[config.mk]
export PLATFORM = sky130hd
export DESIGN_NAME = sd_spi_host_sequencer_top
export DESIGN_NICKNAME = d
export VERILOG_FILES = /design/src/sdspi_pkg.sv /design/src/sd_spi_host_sequencer_top.sv /design/src/sdspi_fifo.sv /design/src/sdspi_front.sv /design/src/sdspi_back.sv /design/src/sdspi_out.sv
export SDC_FILE = /design/constraint.sdc
export NUM_CORES = 1
export LEC_CHECK = 0
export ABC_AREA = 1
export BUFFER_PORTS_ARGS = -buffer_cell sky130_fd_sc_hd__buf_4
export CORE_MARGIN = 2
export CORE_UTILIZATION = 50
export DETAILED_ROUTE_END_ITERATION = 12
export GPL_TIMING_DRIVEN = 1
export PLACE_DENSITY = 0.67
export SYNTH_ARGS = -nofsm -noshare
export SYNTH_HDL_FRONTEND = slang
export SYNTH_SLANG_ARGS = --single-unit
[constraint.sdc]
create_clock -name i_clk -period 6.3 [get_ports i_clk]
set_input_delay 0.63 -clock i_clk [delete_from_list [all_inputs] [get_ports i_clk]]
set_output_delay 0.63 -clock i_clk [all_outputs]
set_load 0.005 [all_outputs]
[src/sdspi_pkg.sv]
// Package for the SD card SPI-mode host sequencer.
// Holds request, result and error codes, the phase type and the item structs.
package sdspi_pkg;

    localparam int BLOCK_BYTES_DEF = 512;
    localparam int DUMMY_BYTES_DEF = 8;

    typedef enum logic [3:0] {
        C_BYTE = 4'd0, C_INIT = 4'd1, C_RSTART = 4'd2, C_RBLOCK = 4'd3, C_RSTOP = 4'd4,
        C_WSTART = 4'd5, C_WBYTE = 4'd6, C_WSTOP = 4'd7, C_TICK = 4'd8
    } t_cmd;

    localparam logic [2:0] K_XFER = 3'd0;
    localparam logic [2:0] K_RDATA_OUT = 3'd1;
    localparam logic [2:0] K_DONE = 3'd2;
    localparam logic [2:0] K_FAIL = 3'd3;
    localparam logic [2:0] K_NEED = 3'd4;

    localparam logic [2:0] E_TIMEOUT = 3'd1;
    localparam logic [2:0] E_R1 = 3'd2;
    localparam logic [2:0] E_ECHO = 3'd3;
    localparam logic [2:0] E_TOKEN = 3'd4;
    localparam logic [2:0] E_WREJ = 3'd5;
    localparam logic [2:0] E_STATUS = 3'd6;
    localparam logic [2:0] E_BUSY = 3'd7;

    localparam logic [1:0] REG_RESP = 2'd0;
    localparam logic [1:0] REG_INIT = 2'd1;
    localparam logic [1:0] REG_TOKEN = 2'd2;
    localparam logic [1:0] REG_BUSY = 2'd3;

    typedef enum logic [36:0] {
        P_IDLE = 37'd1 << 0, P_RD_READY = 37'd1 << 1, P_WR_READY = 37'd1 << 2,
        P_WNEED = 37'd1 << 3, P_DUMMY = 37'd1 << 4, P_CMD_WAIT = 37'd1 << 5,
        P_CMD_SEND = 37'd1 << 6, P_STUFF = 37'd1 << 7, P_CMD_R1 = 37'd1 << 8,
        P_R32 = 37'd1 << 9, P_BUSY = 37'd1 << 10, P_FINISH = 37'd1 << 11,
        P_TOKEN = 37'd1 << 12, P_RDATA = 37'd1 << 13, P_RCRC = 37'd1 << 14,
        P_WSTUFF = 37'd1 << 15, P_WTOKEN = 37'd1 << 16, P_WDATA = 37'd1 << 17,
        P_WCRC = 37'd1 << 18, P_WRESP = 37'd1 << 19, P_STOPTOK = 37'd1 << 20,
        P_STOPDUM = 37'd1 << 21, P_STATUS = 37'd1 << 22,
        R_CMD0 = 37'd1 << 23, R_CMD8 = 37'd1 << 24, R_R7 = 37'd1 << 25,
        R_CMD55 = 37'd1 << 26, R_CMD41 = 37'd1 << 27, R_CMD58 = 37'd1 << 28,
        R_OCR = 37'd1 << 29, R_CMD18 = 37'd1 << 30, R_CMD25 = 37'd1 << 31,
        R_CMD12 = 37'd1 << 32, R_FIN = 37'd1 << 33, R_WDONE = 37'd1 << 34,
        R_STOPBUSY = 37'd1 << 35, R_CMD13 = 37'd1 << 36
    } t_phase;

    typedef struct packed {
        logic [3:0]  cmd;
        logic [7:0]  miso_byte;
        logic [31:0] block_addr;
        logic [7:0]  write_byte;
    } t_req;

    typedef struct packed {
        logic [2:0] kind;
        logic [7:0] mosi_byte;
        logic       select_active;
        logic       slow_clock;
        logic [7:0] data_out;
        logic [2:0] error_code;
        logic       last;
        logic       high_capacity;
    } t_res;

endpackage

[src/sd_spi_host_sequencer_top.sv]
// SD card SPI-mode host sequencer, top level.
// Depends on sdspi_pkg, sdspi_front, sdspi_back, sdspi_out.
//
// One item a cycle sustained while items give at most one result and results are taken: each request or card
// byte is one state update in the back end, set by its single next-state step; a short
// request queue and a four-entry result queue decouple the channels. Each item gives zero
// to two results; the back end holds off when fewer than two result slots are free. The
// result port hands out one item a cycle while it is ready, so a run of read data bytes (two results
// each) is paced by the result port, not the back end. Results are offered once their item has
// passed the request queue and the back end has written them into the result queue.
module sd_spi_host_sequencer_top
    import sdspi_pkg::*;
#(
    parameter int BLOCK_BYTES = BLOCK_BYTES_DEF,
    parameter int DUMMY_BYTES = DUMMY_BYTES_DEF
) (
    input  logic        i_clk,
    input  logic        i_rst_n,
    input  logic        i_valid,
    output logic        o_ready,
    input  logic [3:0]  i_cmd,
    input  logic [7:0]  i_miso_byte,
    input  logic [31:0] i_block_addr,
    input  logic [7:0]  i_write_byte,
    output logic        o_valid,
    input  logic        i_ready,
    output logic [2:0]  o_kind,
    output logic [7:0]  o_mosi_byte,
    output logic        o_select_active,
    output logic        o_slow_clock,
    output logic [7:0]  o_data_out,
    output logic [2:0]  o_error_code,
    output logic        o_last,
    output logic        o_high_capacity,
    input  logic        i_cfg_valid,
    output logic        o_cfg_ready,
    input  logic [1:0]  i_cfg_index,
    input  logic [15:0] i_cfg_data
);
    logic [15:0] r_resp_to, r_init_lim, r_token_to, r_busy_to;
    t_req        w_in, w_q;
    logic        w_q_valid, w_q_ready, w_room;
    logic [1:0]  w_n;
    t_res        w_r0, w_r1, w_out;

    assign o_cfg_ready = 1'b1;
    always_ff @(posedge i_clk) begin
        if (!i_rst_n) begin
            r_resp_to <= 16'd1000; r_init_lim <= 16'd1250;
            r_token_to <= 16'd5000; r_busy_to <= 16'd1000;
        end else if (i_cfg_valid) begin
            case (i_cfg_index)
                REG_RESP:  r_resp_to <= i_cfg_data;
                REG_INIT:  r_init_lim <= i_cfg_data;
                REG_TOKEN: r_token_to <= i_cfg_data;
                default:   r_busy_to <= i_cfg_data;
            endcase
        end
    end

    assign w_in = '{cmd: i_cmd, miso_byte: i_miso_byte, block_addr: i_block_addr,
                    write_byte: i_write_byte};

    sdspi_front u_front (
        .i_clk(i_clk), .i_rst_n(i_rst_n), .i_valid(i_valid), .o_ready(o_ready),
        .i_req(w_in), .o_valid(w_q_valid), .i_ready(w_q_ready), .o_req(w_q)
    );

    sdspi_back #(.BLOCK_BYTES(BLOCK_BYTES), .DUMMY_BYTES(DUMMY_BYTES)) u_back (
        .i_clk(i_clk), .i_rst_n(i_rst_n), .i_valid(w_q_valid), .o_ready(w_q_ready),
        .i_req(w_q), .i_room(w_room), .i_resp_to(r_resp_to), .i_init_lim(r_init_lim),
        .i_token_to(r_token_to), .i_busy_to(r_busy_to), .o_nres(w_n),
        .o_res0(w_r0), .o_res1(w_r1)
    );

    sdspi_out u_out (
        .i_clk(i_clk), .i_rst_n(i_rst_n), .i_n(w_n), .i_res0(w_r0), .i_res1(w_r1),
        .o_room(w_room), .o_valid(o_valid), .i_ready(i_ready), .o_res(w_out)
    );

    assign o_kind          = w_out.kind;
    assign o_mosi_byte     = w_out.mosi_byte;
    assign o_select_active = w_out.select_active;
    assign o_slow_clock    = w_out.slow_clock;
    assign o_data_out      = w_out.data_out;
    assign o_error_code    = w_out.error_code;
    assign o_last          = w_out.last;
    assign o_high_capacity = w_out.high_capacity;
endmodule

[src/sdspi_fifo.sv]
// Small valid/ready queue, used as the request queue between front and back.
// Depends on nothing; payload width is a parameter.
module sdspi_fifo #(
    parameter int WIDTH = 8,
    parameter int DEPTH = 4
) (
    input  logic             i_clk,
    input  logic             i_rst_n,
    input  logic             i_valid,
    output logic             o_ready,
    input  logic [WIDTH-1:0] i_data,
    output logic             o_valid,
    input  logic             i_ready,
    output logic [WIDTH-1:0] o_data
);
    localparam int AW = (DEPTH > 1) ? $clog2(DEPTH) : 1;

    logic [WIDTH-1:0] r_mem [DEPTH];
    logic [AW-1:0]    r_wp, r_rp;
    logic [AW:0]      r_cnt;
    logic             w_push, w_pop;

    assign o_ready = (r_cnt != (AW+1)'(DEPTH));
    assign o_valid = (r_cnt != '0);
    assign o_data  = r_mem[r_rp];
    assign w_push  = i_valid && o_ready;
    assign w_pop   = o_valid && i_ready;

    always_ff @(posedge i_clk) begin
        if (!i_rst_n) begin
            r_wp  <= '0;
            r_rp  <= '0;
            r_cnt <= '0;
        end else begin
            if (w_push) r_wp <= (r_wp == AW'(DEPTH-1)) ? '0 : r_wp + 1'b1;
            if (w_pop) r_rp <= (r_rp == AW'(DEPTH-1)) ? '0 : r_rp + 1'b1;
            r_cnt <= r_cnt + (AW+1)'(w_push) - (AW+1)'(w_pop);
        end
    end

    always_ff @(posedge i_clk) begin
        if (w_push) r_mem[r_wp] <= i_data;
    end
endmodule

[src/sdspi_front.sv]
// Front end: accepts request items, drops codes with no meaning, queues the rest.
// Depends on sdspi_pkg and sdspi_fifo.
module sdspi_front
    import sdspi_pkg::*;
(
    input  logic        i_clk,
    input  logic        i_rst_n,
    input  logic        i_valid,
    output logic        o_ready,
    input  t_req        i_req,
    output logic        o_valid,
    input  logic        i_ready,
    output t_req        o_req
);
    logic w_keep, w_q_ready;

    assign w_keep  = (i_req.cmd <= 4'(C_TICK));
    assign o_ready = w_q_ready || !w_keep;

    sdspi_fifo #(.WIDTH($bits(t_req)), .DEPTH(2)) u_q (
        .i_clk(i_clk), .i_rst_n(i_rst_n),
        .i_valid(i_valid && w_keep), .o_ready(w_q_ready), .i_data(i_req),
        .o_valid(o_valid), .i_ready(i_ready), .o_data(o_req)
    );
endmodule

[src/sdspi_back.sv]
// Back end: the card sequencer. Takes one queued item per cycle when the result
// queue has room for two, and pushes up to two result items. Depends on sdspi_pkg.
module sdspi_back
    import sdspi_pkg::*;
#(
    parameter int BLOCK_BYTES = BLOCK_BYTES_DEF,
    parameter int DUMMY_BYTES = DUMMY_BYTES_DEF
) (
    input  logic        i_clk,
    input  logic        i_rst_n,
    input  logic        i_valid,
    output logic        o_ready,
    input  t_req        i_req,
    input  logic        i_room,
    input  logic [15:0] i_resp_to,
    input  logic [15:0] i_init_lim,
    input  logic [15:0] i_token_to,
    input  logic [15:0] i_busy_to,
    output logic [1:0]  o_nres,
    output t_res        o_res0,
    output t_res        o_res1
);
    t_phase      r_phase, n_phase, r_ret, n_ret;
    logic [9:0]  r_cnt, n_cnt;
    logic [15:0] r_ms, n_ms, r_it, n_it;
    logic        r_bm, n_bm, r_sel, n_sel, r_slow, n_slow;
    logic [31:0] r_rs, n_rs, r_arg, n_arg;
    logic [5:0]  r_idx, n_idx;
    logic [1:0]  nres;
    t_res        res0, res1;
    logic [7:0]  b;
    logic        go;

    assign o_ready = i_room;
    assign go      = i_valid && i_room;
    assign b       = i_req.miso_byte;
    assign o_nres  = nres;
    assign o_res0  = res0;
    assign o_res1  = res1;

    function automatic logic [7:0] cmd_byte(input logic [2:0] i, input logic [5:0] idx,
                                            input logic [31:0] arg);
        case (i)
            3'd0: cmd_byte = 8'h40 | {2'b00, idx};
            3'd1: cmd_byte = arg[31:24];
            3'd2: cmd_byte = arg[23:16];
            3'd3: cmd_byte = arg[15:8];
            3'd4: cmd_byte = arg[7:0];
            default: cmd_byte = (idx == 6'd0) ? 8'h95 : ((idx == 6'd8) ? 8'h87 : 8'hff);
        endcase
    endfunction

    always_comb begin
        t_res e;
        n_phase = r_phase; n_ret = r_ret; n_cnt = r_cnt; n_ms = r_ms; n_it = r_it;
        n_bm = r_bm; n_sel = r_sel; n_slow = r_slow; n_rs = r_rs; n_arg = r_arg;
        n_idx = r_idx;
        nres = 2'd0;
        res0 = '0;
        res1 = '0;
        e = '0;
        // e: one result built by arms; flags filled at end
        if (go) begin
            case (i_req.cmd)
                4'(C_BYTE): begin
                    unique case (r_phase)
                        P_DUMMY: begin
                            n_cnt = r_cnt + 10'd1;
                            e.kind = K_XFER; e.mosi_byte = 8'hff; nres = 2'd1;
                            if (n_cnt >= 10'(DUMMY_BYTES)) begin
                                n_sel = 1'b1; n_idx = 6'd0; n_arg = '0; n_ret = R_CMD0;
                                n_ms = '0; n_phase = P_CMD_WAIT;
                            end
                        end
                        P_CMD_WAIT: begin
                            nres = 2'd1;
                            if (b == 8'hff) begin
                                n_cnt = '0; n_phase = P_CMD_SEND;
                                e.mosi_byte = cmd_byte(3'd0, r_idx, r_arg);
                            end else if (r_ms >= i_busy_to) begin
                                e.kind = K_FAIL; e.error_code = E_BUSY;
                            end else e.mosi_byte = 8'hff;
                        end
                        P_CMD_SEND: begin
                            n_cnt = r_cnt + 10'd1; nres = 2'd1;
                            if (n_cnt < 10'd6) e.mosi_byte = cmd_byte(n_cnt[2:0], r_idx, r_arg);
                            else begin
                                n_ms = '0; e.mosi_byte = 8'hff;
                                n_phase = (r_idx == 6'd12) ? P_STUFF : P_CMD_R1;
                            end
                        end
                        P_STUFF: begin
                            n_phase = P_CMD_R1; nres = 2'd1; e.mosi_byte = 8'hff;
                        end
                        P_CMD_R1: begin
                            if (b[7]) begin
                                nres = 2'd1;
                                if (r_ms >= i_resp_to) begin
                                    e.kind = K_FAIL; e.error_code = E_TIMEOUT;
                                end else e.mosi_byte = 8'hff;
                            end else if (r_idx != 6'd12 && b[7:1] != 7'd0) begin
                                nres = 2'd1;
                                e.kind = K_FAIL; e.error_code = E_R1;
                            end else begin
                                n_rs = {24'd0, b};
                                n_phase = P_IDLE; // resume below
                            end
                        end
                        P_R32: begin
                            n_rs = {r_rs[23:0], b}; n_cnt = r_cnt + 10'd1;
                            if (n_cnt < 10'd4) begin
                                nres = 2'd1; e.mosi_byte = 8'hff;
                            end
                        end
                        P_BUSY: begin
                            if (b != 8'hff) begin
                                nres = 2'd1;
                                if (r_ms >= i_busy_to) begin
                                    e.kind = K_FAIL; e.error_code = E_BUSY;
                                end else e.mosi_byte = 8'hff;
                            end
                        end
                        P_FINISH: begin
                            n_slow = 1'b0; n_phase = P_IDLE; nres = 2'd1; e.kind = K_DONE;
                        end
                        P_TOKEN: begin
                            nres = 2'd1;
                            if (b == 8'hff) begin
                                if (r_ms >= i_token_to) begin
                                    e.kind = K_FAIL; e.error_code = E_TIMEOUT;
                                end else e.mosi_byte = 8'hff;
                            end else if (b != 8'hfe) begin
                                e.kind = K_FAIL; e.error_code = E_TOKEN;
                            end else begin
                                n_cnt = '0; n_phase = P_RDATA; e.mosi_byte = 8'hff;
                            end
                        end
                        P_RDATA: begin
                            nres = 2'd2;
                            res0.kind = K_RDATA_OUT; res0.data_out = b;
                            res0.last = (r_cnt == 10'(BLOCK_BYTES-1));
                            res0.high_capacity = r_bm;
                            n_cnt = r_cnt + 10'd1;
                            if (res0.last) begin
                                n_cnt = '0; n_phase = P_RCRC;
                            end
                            e.mosi_byte = 8'hff;
                        end
                        P_RCRC: begin
                            n_cnt = r_cnt + 10'd1; nres = 2'd1;
                            if (n_cnt < 10'd2) e.mosi_byte = 8'hff;
                            else begin
                                e.kind = K_DONE; n_phase = P_RD_READY;
                            end
                        end
                        P_WSTUFF: begin
                            n_phase = P_WTOKEN; nres = 2'd1; e.mosi_byte = 8'hfc;
                        end
                        P_WTOKEN: begin
                            n_cnt = '0; n_phase = P_WDATA; nres = 2'd1;
                            e.mosi_byte = r_rs[7:0];
                        end
                        P_WDATA: begin
                            n_cnt = r_cnt + 10'd1; nres = 2'd1;
                            if (n_cnt < 10'(BLOCK_BYTES)) begin
                                n_phase = P_WNEED; e.kind = K_NEED;
                            end else begin
                                n_cnt = '0; n_phase = P_WCRC; e.mosi_byte = 8'hff;
                            end
                        end
                        P_WCRC: begin
                            n_cnt = r_cnt + 10'd1; nres = 2'd1; e.mosi_byte = 8'hff;
                            if (n_cnt >= 10'd2) n_phase = P_WRESP;
                        end
                        P_WRESP: begin
                            nres = 2'd1;
                            if (b[4:0] != 5'h05) begin
                                e.kind = K_FAIL; e.error_code = E_WREJ;
                            end else begin
                                n_ret = R_WDONE; n_ms = '0; n_phase = P_BUSY;
                                e.mosi_byte = 8'hff;
                            end
                        end
                        P_STOPTOK: begin
                            n_phase = P_STOPDUM; nres = 2'd1; e.mosi_byte = 8'hff;
                        end
                        P_STOPDUM: begin
                            n_ret = R_STOPBUSY; n_ms = '0; n_phase = P_BUSY; nres = 2'd1;
                            e.mosi_byte = 8'hff;
                        end
                        P_STATUS: begin
                            nres = 2'd1;
                            if (b != 8'd0) begin
                                e.kind = K_FAIL; e.error_code = E_STATUS;
                            end else begin
                                n_sel = 1'b0; n_phase = P_FINISH; e.mosi_byte = 8'hff;
                            end
                        end
                        default: ;
                    endcase
                    // resume after R1 accepted, R32 complete, or busy released
                    if ((r_phase == P_CMD_R1 && !b[7] && nres == 2'd0)
                        || (r_phase == P_R32 && n_cnt >= 10'd4)
                        || (r_phase == P_BUSY && b == 8'hff)) begin
                        nres = 2'd1;
                        e.mosi_byte = 8'hff;
                        unique case (r_ret)
                            R_CMD0: begin
                                n_idx = 6'd8; n_arg = 32'h1aa; n_ret = R_CMD8; n_ms = '0;
                                n_phase = P_CMD_WAIT;
                            end
                            R_CMD8, R_CMD58: begin
                                n_ret = (r_ret == R_CMD8) ? R_R7 : R_OCR;
                                n_rs = '0; n_cnt = '0; n_phase = P_R32;
                            end
                            R_R7: begin
                                if (n_rs != 32'h1aa) begin
                                    e.kind = K_FAIL; e.error_code = E_ECHO; e.mosi_byte = '0;
                                end else begin
                                    n_it = '0; n_idx = 6'd55; n_arg = '0; n_ret = R_CMD55;
                                    n_ms = '0; n_phase = P_CMD_WAIT;
                                end
                            end
                            R_CMD55: begin
                                n_idx = 6'd41; n_arg = 32'h4000_0000; n_ret = R_CMD41;
                                n_ms = '0; n_phase = P_CMD_WAIT;
                            end
                            R_CMD41: begin
                                if (n_rs[7:0] == 8'd0) begin
                                    n_idx = 6'd58; n_arg = '0; n_ret = R_CMD58;
                                    n_ms = '0; n_phase = P_CMD_WAIT;
                                end else if (r_it > i_init_lim) begin
                                    e.kind = K_FAIL; e.error_code = E_TIMEOUT; e.mosi_byte = '0;
                                end else begin
                                    n_idx = 6'd55; n_arg = '0; n_ret = R_CMD55;
                                    n_ms = '0; n_phase = P_CMD_WAIT;
                                end
                            end
                            R_OCR, R_FIN: begin
                                if (r_ret == R_OCR) n_bm = n_rs[30];
                                n_sel = 1'b0; n_phase = P_FINISH;
                            end
                            R_CMD18, R_CMD25, R_WDONE: begin
                                e.kind = K_DONE; e.mosi_byte = '0;
                                n_phase = (r_ret == R_CMD18) ? P_RD_READY : P_WR_READY;
                            end
                            R_CMD12: begin
                                n_ret = R_FIN; n_ms = '0; n_phase = P_BUSY;
                            end
                            R_STOPBUSY: begin
                                n_idx = 6'd13; n_arg = '0; n_ret = R_CMD13; n_ms = '0;
                                n_phase = P_CMD_WAIT;
                            end
                            R_CMD13: n_phase = P_STATUS;
                            default: begin
                                e.kind = K_FAIL; e.error_code = E_TIMEOUT; e.mosi_byte = '0;
                            end
                        endcase
                    end
                end
                4'(C_INIT): if (r_phase == P_IDLE) begin
                    n_slow = 1'b1; n_sel = 1'b0; n_cnt = '0; n_phase = P_DUMMY;
                    nres = 2'd1; e.mosi_byte = 8'hff;
                end
                4'(C_RSTART), 4'(C_WSTART): if (r_phase == P_IDLE) begin
                    n_sel = 1'b1; n_slow = 1'b0;
                    n_idx = (i_req.cmd == 4'(C_RSTART)) ? 6'd18 : 6'd25;
                    n_ret = (i_req.cmd == 4'(C_RSTART)) ? R_CMD18 : R_CMD25;
                    n_arg = r_bm ? i_req.block_addr : {i_req.block_addr[22:0], 9'd0};
                    n_ms = '0; n_phase = P_CMD_WAIT; nres = 2'd1; e.mosi_byte = 8'hff;
                end
                4'(C_RBLOCK): if (r_phase == P_RD_READY) begin
                    n_ms = '0; n_phase = P_TOKEN; nres = 2'd1; e.mosi_byte = 8'hff;
                end
                4'(C_RSTOP): if (r_phase == P_RD_READY) begin
                    n_idx = 6'd12; n_arg = '0; n_ret = R_CMD12; n_cnt = '0;
                    n_phase = P_CMD_SEND; nres = 2'd1;
                    e.mosi_byte = cmd_byte(3'd0, 6'd12, 32'd0);
                end
                4'(C_WBYTE): begin
                    if (r_phase == P_WR_READY) begin
                        n_rs = {24'd0, i_req.write_byte}; n_phase = P_WSTUFF;
                        nres = 2'd1; e.mosi_byte = 8'hff;
                    end else if (r_phase == P_WNEED) begin
                        n_phase = P_WDATA; nres = 2'd1; e.mosi_byte = i_req.write_byte;
                    end
                end
                4'(C_WSTOP): if (r_phase == P_WR_READY) begin
                    n_phase = P_STOPTOK; nres = 2'd1; e.mosi_byte = 8'hfd;
                end
                4'(C_TICK): begin
                    if (r_ms != 16'hffff) n_ms = r_ms + 16'd1;
                    if (r_it != 16'hffff) n_it = r_it + 16'd1;
                end
                default: ;
            endcase
            if (nres != 2'd0 && e.kind == K_FAIL) begin
                n_sel = 1'b0; n_slow = 1'b0; n_phase = P_IDLE;
            end
            e.high_capacity = n_bm;
            if (e.kind == K_XFER) begin
                e.select_active = n_sel;
                e.slow_clock = n_slow;
            end else e.mosi_byte = '0;
            if (nres == 2'd2) res1 = e;
            else res0 = e;
        end
    end

    always_ff @(posedge i_clk) begin
        if (!i_rst_n) begin
            r_phase <= P_IDLE; r_ret <= P_IDLE; r_cnt <= '0; r_ms <= '0; r_it <= '0;
            r_bm <= 1'b0; r_sel <= 1'b0; r_slow <= 1'b0; r_rs <= '0; r_arg <= '0;
            r_idx <= '0;
        end else begin
            r_phase <= n_phase; r_ret <= n_ret; r_cnt <= n_cnt; r_ms <= n_ms; r_it <= n_it;
            r_bm <= n_bm; r_sel <= n_sel; r_slow <= n_slow; r_rs <= n_rs; r_arg <= n_arg;
            r_idx <= n_idx;
        end
    end
endmodule

[src/sdspi_out.sv]
// Result queue: takes up to two result items per cycle, hands out one per cycle while i_ready is high.
// Depends on sdspi_pkg.
module sdspi_out
    import sdspi_pkg::*;
(
    input  logic       i_clk,
    input  logic       i_rst_n,
    input  logic [1:0] i_n,
    input  t_res       i_res0,
    input  t_res       i_res1,
    output logic       o_room,
    output logic       o_valid,
    input  logic       i_ready,
    output t_res       o_res
);
    t_res       r_mem [4];
    logic [1:0] r_wp, r_rp;
    logic [2:0] r_cnt;
    logic       w_pop;

    assign o_valid = (r_cnt != 3'd0);
    assign o_res   = r_mem[r_rp];
    assign w_pop   = o_valid && i_ready;
    assign o_room  = (r_cnt <= 3'd2);

    always_ff @(posedge i_clk) begin
        if (!i_rst_n) begin
            r_wp <= '0; r_rp <= '0; r_cnt <= '0;
        end else begin
            r_wp  <= r_wp + i_n;
            if (w_pop) r_rp <= r_rp + 2'd1;
            r_cnt <= r_cnt + {1'b0, i_n} - {2'b00, w_pop};
        end
    end

    always_ff @(posedge i_clk) begin
        if (i_n != 2'd0) r_mem[r_wp] <= i_res0;
        if (i_n == 2'd2) r_mem[r_wp + 2'd1] <= i_res1;
    end
endmodule

==> flow_summary.toml, run 1 <==
[yosys]
synthTopCellsByArea = "dfxtp_1, edfxtp_1, nand2_1"
synth.top_cells.by_count = "nand2_1, nor2_1, inv_1"
ys_types = 68
syn_nets = 3847
synth_warnings = 0
yosysMostFrequentCell = "nand2_1"
yosysSeqAreaShare_pct = 41.5
synth_cells = 3693
yosys_most_used_dff = "dfxtp_1"
syn-cell-area_um2 = 27100
synth_edf_count = 172
syn_avg_cell_area_um2 = 7.33
synthArstFlopShare_pct = 0
synth_top_area_share_pct = 22.4
synth_area_leader_cell = "dfxtp_1"
synth-seq-cells = 475

[clock_network]
cts_buffers = 52
cts_root_buf = "clkbuf_16"
clkLatencyLatePin_ps = 620
h-tree-depth = 2
cts_sinks = 475
post_cts_buffers = 0
path_clk_slew_ps = 60
cts_tree = "built"
cts_resized = 0
holdBufCountCts = 0
cts_buffer_depth = 3

[placement]
post-dp-hpwl_um = 63300
dpl_cell_area_um2 = 28300
portBuffers = 102
place_congestion = 1.07

[timing]
max_freq_ghz = 0.192
tns_ps = 0
hold_viol = 0
final_max_slew_viol_count = 0
timing.slew.headroom_pct = 31.3
rsz0062_at_grt = "no"
hold_slack_ps = 205
skew_ps = 25.7
final-setup-viol-count = 0
layout_min_cycle_time_ps = 5200
worstMarginPinSlew_ps = 1020
timing.final.crit_share_pct = 82.5

[worst_setup_path]
cp_data_arrival_time_ps = 5740
r2r_end = "u_back.r_arg[12]"
path_cells = "buf_4, o21ai_1, inv_2, nor2_1, inv_1, nor2_1, nand2_1, inv_1, nor2_1, nor2_1, nor2_1, o21ai_1, nor2_2, buf_4, inv_2, nor2_4, o21ai_0, a21oi_1"
path_common_cell = "nor2_1"
cp_data_required_time_ps = 6840
critPathMaxFanout = 43
end_kind = "flip-flop"
worst_path_max_delay_cell = "nor2_1"
worst_setup_path_start_kind = "flip-flop"
critPathMaxStageDelay_ps = 760
r2r_slack_ps = 1100
rr_worst_depth = 18
critPathKind = "flip-flop to flip-flop"

[power_and_ir_drop]
swShare_pct = 39.2
total_power_mw = 10.4
p_switching_mw = 4.06
p_clk_share_pct = 30.0
power_frac_comb_pct = 33.5
power_frac_seq_pct = 36.5
powerDensity_nw_per_um2 = 346
vdd_drop_max_uv = 227
p_leak_nw = 12.9
p_int_mw = 6.30

[floorplan]
die_y_um = 237
core-area_um2 = 53700
io_pins = 104
rows = 85
start_util_pct = 50.4
fp.dieArea_um2 = 56000
fp.dieW_um = 237

[worst_hold_path]
hp-class = "primary input to flip-flop"
worstHoldStart = "i_block_addr[12]"
holdPathEnd = "u_front.u_q.r_mem[0][20]"
whs_path_depth = 1

[drt]
drt-wirelength-per-cell_um = 19.1
vias = 25500
dr.first_iter.drc_count = 2577
dr.pass1.iters = 6
postRouteAntennaNets = 0
totalWireLength_um = 85300
drc_errors = 0
post_drt_via_cell_ratio = 5.70

[flow_run]
max-cap-violations = 0

[finish]
num-nets-final = 3882
antenna_cells = 0
area_growth_pct = 10.8
fin_area_um2 = 30000
layout-drive-gt1-share_pct = 9.15

[global_route]
track_usage_pct = 30.1
antenna_found_initial = 0
grt_pass1_vias = 23300
grt_pass1_wl_um = 133000
overflow = 0
grt_max_degree = 88

[run_status]
outcome = "finished clean"
-- worst max path at each step --
| stage | end | cells past startpoint | slack (ps) |
|---|---|---|---|
| 2_1_floorplan | u_front.u_q.r_mem[1][0] | 5 | 2470 |
| 3_3_place_gp | u_out.r_mem[2][14] | 18 | 1250 |
| 3_5_place_dp | u_back.r_arg[12] | 18 | 1150 |
| 4_1_cts | u_back.r_arg[12] | 18 | 1120 |
| 5_1_grt | u_out.r_mem[2][2] | 18 | 580 |
| 6_report | u_back.r_arg[12] | 18 | 1100 |
-- worst max-delay path, delay by kind of cell, from the launching register on --
family	cells	cell delay, ps
simple gates	8	2040
flops	1	640
buf+inv	6	1580
compound gates	4	830
-- stage by stage --
stage,instances,utilization [%],worst slack [ps]
floorplan,3693,-,2470
global placement,4370,52.6,1250
detailed placement,4370,52.6,1150
CTS,4465,55.8,1120
global route,4465,55.8,575
finish,4465,55.8,1100
-- per-layer routing --
metal,track usage [%],part of all wire (%)
met4,11.1,3.8
met5,0,0
met1,42.7,45
met3,4.67,7.4
met2,46.6,44
-- registers in the layout (all words and copies together) (netlist names), 2 cells and up, named ones only --
signal / cells
r_token_to: 16
u_back.r_it: 16
u_out.r_mem: 104
r_resp_to: 16
u_back.r_idx: 6
u_back.r_phase: 37
u_front.u_q.r_cnt: 2
u_out.r_rp: 2
u_back.r_ms: 16
u_out.r_cnt: 3
u_front.u_q.r_mem: 104
r_busy_to: 16
u_back.r_cnt: 10
u_out.r_wp: 2
r_init_lim: 16
u_back.r_arg: 32
u_back.r_ret: 37
u_back.r_rs: 32
-- placed cells by master, fill, tap and decap left out, types with 13 or more instances in the layout --
cell type  count
o22ai_1       42
nor2_1       508
nor3_1        69
inv_2         18
edfxtp_1     172
nand2_2       17
nor4_1        24
nand3_1      206
ha_1          78
nand2_1      768
o21ai_0      281
mux2i_1       19
buf_4        136
a21oi_2       13
xor2_1        18
clkinv_1      16
dfxtp_1      302
nor2_2        16
a21oi_1      293
nand4_1      115
a31oi_1       19
inv_1        347
o21ai_1       20
o211ai_1      36
nand2_4       23
clkbuf_16     53
-- power by group through the flow --
stage	Sequential (mW)	Combinational, mW	Clock [mW]
after floorplan	3.70	2.40	0
after global placement	3.83	3.39	0
after detailed placement	3.84	3.39	0
after CTS	3.77	3.41	3.15
after global routing	3.81	3.82	3.28
final	3.78	3.47	3.11
-- kinds of logic after synthesis --
logic type | after synthesis | synth area share, %
multiplexers | 19 | 0.703
adder cells (fa/ha/maj) | 79 | 3.68
AO/OA/AOI/OAI | 769 | 15.9
XOR/XNOR | 22 | 0.712
AND/OR/NAND/NOR | 1799 | 29.6
flip-flops | 475 | 41.5
other | 1 | 0.0139
buffers and inverters | 529 | 7.85
-- final cells by class --
| class | count | area [um^2] |
|---|---|---|
| clock buffers | 69 | 1430 |
| clock inverters | 26 | 293 |
| repair buffers | 136 | 1020 |
| multi-input cells | 2689 | 13700 |
| flip-flops and latches | 475 | 11200 |
| fillers | 5178 | 23700 |
| well taps | 696 | 871 |
| inverters | 374 | 1410 |
Note: power is estimated with default switching activity, not from simulation.
==> run 2, diff against run 1 <==
--- a/config.mk
+++ b/config.mk
@@ -5,7 +5,7 @@
 export SDC_FILE = /design/constraint.sdc
 export NUM_CORES = 1
 export LEC_CHECK = 0
-export ABC_AREA = 1
+export ABC_AREA = 0
 export BUFFER_PORTS_ARGS = -buffer_cell sky130_fd_sc_hd__buf_4
 export CORE_MARGIN = 2
 export CORE_UTILIZATION = 50
==> constraint.sdc (replaced) <==
create_clock -name i_clk -period 5.4 [get_ports i_clk]
set_input_delay 0.54 -clock i_clk [delete_from_list [all_inputs] [get_ports i_clk]]
set_output_delay 0.54 -clock i_clk [all_outputs]
set_load 0.005 [all_outputs]
==> run 2 against run 1 <==
Sequential share of layout area grew 2.5 points. Routed wire length shrank 5.8%. Critical path depth shrank 6. Sequential power grew 5.6%. Register-to-register slack lost 520 ps. Synthesized cell count shrank 29%. Total power shrank 2.7%. Clock power grew 15%.
==> flow_summary.toml, run 2 <==
[finish]
fin_area_um2 = 28100
final_cells = 3449
num-nets-final = 2894
antenna_cells = 0
final_cell_mix = "dfxtp_1, nand2_1, a21oi_1"
top_regs = "u_front.u_q.r_mem: 104 flops, u_out.r_mem: 104 flops"
final_util_pct = 57.5
layout.cells.most_common = "dfxtp_1"
layout-drive-gt1-share_pct = 13.8
area_growth_pct = 13.9

[yosys]
syn_nets = 2793
syn_avg_cell_area_um2 = 9.35
synth_area_leader_cell = "dfxtp_1"
yosys_most_used_dff = "dfxtp_1"
synth-compound-area-share_pct = 19.1
synthSimpleGateAreaFrac_pct = 21.4
yosysMostFrequentCell = "dfxtp_1"
synth_top_family_by_area = "simple AND/OR/NAND/NOR gates"
synth_edf_count = 172
synth_cells = 2639
synthTopCellsByArea = "dfxtp_1, edfxtp_1, nand2_1"
synthMuxAreaShare_pct = 4.79
ys_types = 100
synth-xor-area-share_pct = 0.923
synth_warnings = 0
synth-seq-cells = 475
yosysSeqAreaShare_pct = 45.5
syn-cell-area_um2 = 24700
synthArstFlopShare_pct = 0
synth_top_area_share_pct = 24.6
synth_fa_ha_area_share_pct = 4.04
synth.top_cells.by_count = "dfxtp_1, nand2_1, a21oi_1"

[power_and_ir_drop]
power_frac_comb_pct = 24.8
p_int_mw = 6.80
vdd_drop_max_uv = 304
p_switching_mw = 3.28
p_clk_share_pct = 35.6
power_frac_seq_pct = 39.6
powerDensity_nw_per_um2 = 359
p_leak_nw = 10.3
swShare_pct = 32.5

[timing]
rsz0062_at_grt = "no"
final_max_slew_viol_count = 0
timing.slew.headroom_pct = 14.4
final-setup-viol-count = 0
tns_ps = 0
layout_min_cycle_time_ps = 4820
hold_viol = 0
timing.final.crit_share_pct = 89.2
setup_slack_ps = 584
worstMarginPinSlew_ps = 1280
max_freq_ghz = 0.208
skew_ps = 23.3

[worst_setup_path]
cp_data_required_time_ps = 5730
end_kind = "flip-flop"
critPathKind = "flip-flop to flip-flop"
cp_data_arrival_time_ps = 5140
critPathMaxFanout = 28
worst_setup_path_start_kind = "flip-flop"

[worst_hold_path]
hp-class = "primary input to flip-flop"

[clock_network]
cts_buffer_depth = 3
cts_root_buf = "clkbuf_16"
holdBufCountCts = 0
cts_resized = 0
cts_buffers = 53
post_cts_buffers = 0
clkLatencyLatePin_ps = 620
cts_tree = "built"
cts_sinks = 475
h-tree-depth = 2
path_clk_slew_ps = 60

[placement]
portBuffers = 102
place_congestion = 1.00
dp_slack_ps = 747
dpl_cell_area_um2 = 26400
post-dp-hpwl_um = 59200
dpl.cell_count = 3349

[floorplan]
io_pins = 104
start_util_pct = 50.5
fp.dieW_um = 226
die_y_um = 226
core-area_um2 = 48800
rows = 81
fp.dieArea_um2 = 51100

[drt]
totalWireLength_um = 80300
post_drt_via_cell_ratio = 6.36
drc_errors = 0
postRouteAntennaNets = 0
drt-wirelength-per-cell_um = 23.3
vias = 21900
dr.pass1.iters = 6
dr.first_iter.drc_count = 2250

[global_route]
grt_pass1_wl_um = 123000
antenna_found_initial = 0
overflow = 0
grt_pass1_vias = 20800
track_usage_pct = 31.2
grt_max_degree = 73

[flow_run]
max-cap-violations = 0

[run_status]
outcome = "finished clean"
[run 2: changes by cell type after synthesis, moves of 31 or more]
| cell | before | now |
|---|---|---|
| nor2_1 | 511 | 168 |
| or3_1 | 0 | 37 |
| a21oi_1 | 293 | 202 |
| nand2b_1 | 0 | 33 |
| nand3_1 | 206 | 89 |
| o22ai_1 | 42 | 11 |
| nand2_1 | 768 | 278 |
| nand4_1 | 115 | 54 |
| and2_1 | 3 | 36 |
| inv_1 | 347 | 107 |
| o21ai_0 | 281 | 154 |
| a22o_1 | 0 | 49 |
| and3_1 | 3 | 60 |
[run 2: power groups by stage]
| stage | Sequential (mW) | Combinational [mW] | Clock (mW) |
|---|---|---|---|
| final | 3.99 | 2.50 | 3.59 |
| after global routing | 4.01 | 2.66 | 3.79 |
| after CTS | 3.99 | 2.46 | 3.63 |
| after detailed placement | 4.06 | 2.44 | 0 |
| after global placement | 4.06 | 2.43 | 0 |
| after floorplan | 3.99 | 1.57 | 0 |
[run 2: final timing paths]
kind,depth (start not counted),slack [ps],from,endpoint
max,12,580,flip-flop,u_out.r_mem[3][20]
min,1,110,i_miso_byte[4],u_front.u_q.r_mem[0][44]
max reg2reg,12,580,flip-flop,u_out.r_mem[3][20]
min reg2reg,2,450,u_out.r_mem[3][10],u_out.r_mem[3][10]
[run 2: cell families (layout without fill, tap and decap cells)]
family	after synthesis	after routing
flops	475	475
fa+ha+maj	79	79
buf+inv	255	401
simple gates	1012	1012
other cells	1	1
mux	83	83
xor+xnor	26	26
compound gates	708	708
[run 2: final cells by class]
type                            count  area (um^2)
Clock buffer                       77         1520
Sequential cell                   475        11200
Timing Repair Buffer              193         1450
Fill cell                        4384        20800
Multi-Input combinational cell   1909        12400
Tap cell                          664          831
Inverter                          108          408
Clock inverter                     23          214
[run 2: per-layer routing]
layer | vias to the layer above | GRT usage [%] | share of wire [%]
met3 | 175 | 4.49 | 7.5
met1 | 10700 | 43.7 | 44
li1 | 10100 | - | -
met2 | 948 | 48.9 | 45
met4 | 0 | 11.9 | 3.8
met5 | - | 0 | 0
[run 2: worst max-delay path: stages (launching register included)]
cell	delay (ps)
dfxtp_4	480
buf_4	430
mux2i_1	580
nor2_1	240
a22o_1	300
nor2b_1	140
a2111oi_0	950
nand2_1	160
nand2_1	260
a311o_1	190
buf_4	210
o21a_1	440
a21oi_1	90
[run 2: through the flow]
| step | power, mW | hold slack (ps) |
|---|---|---|
| finish | 10.1 | 112 |
| detailed placement | 6.51 | 439 |
| CTS | 10.1 | 89.9 |
| global placement | 6.48 | 432 |
| global route | 10.5 | 93.5 |
| floorplan | 5.56 | 421 |
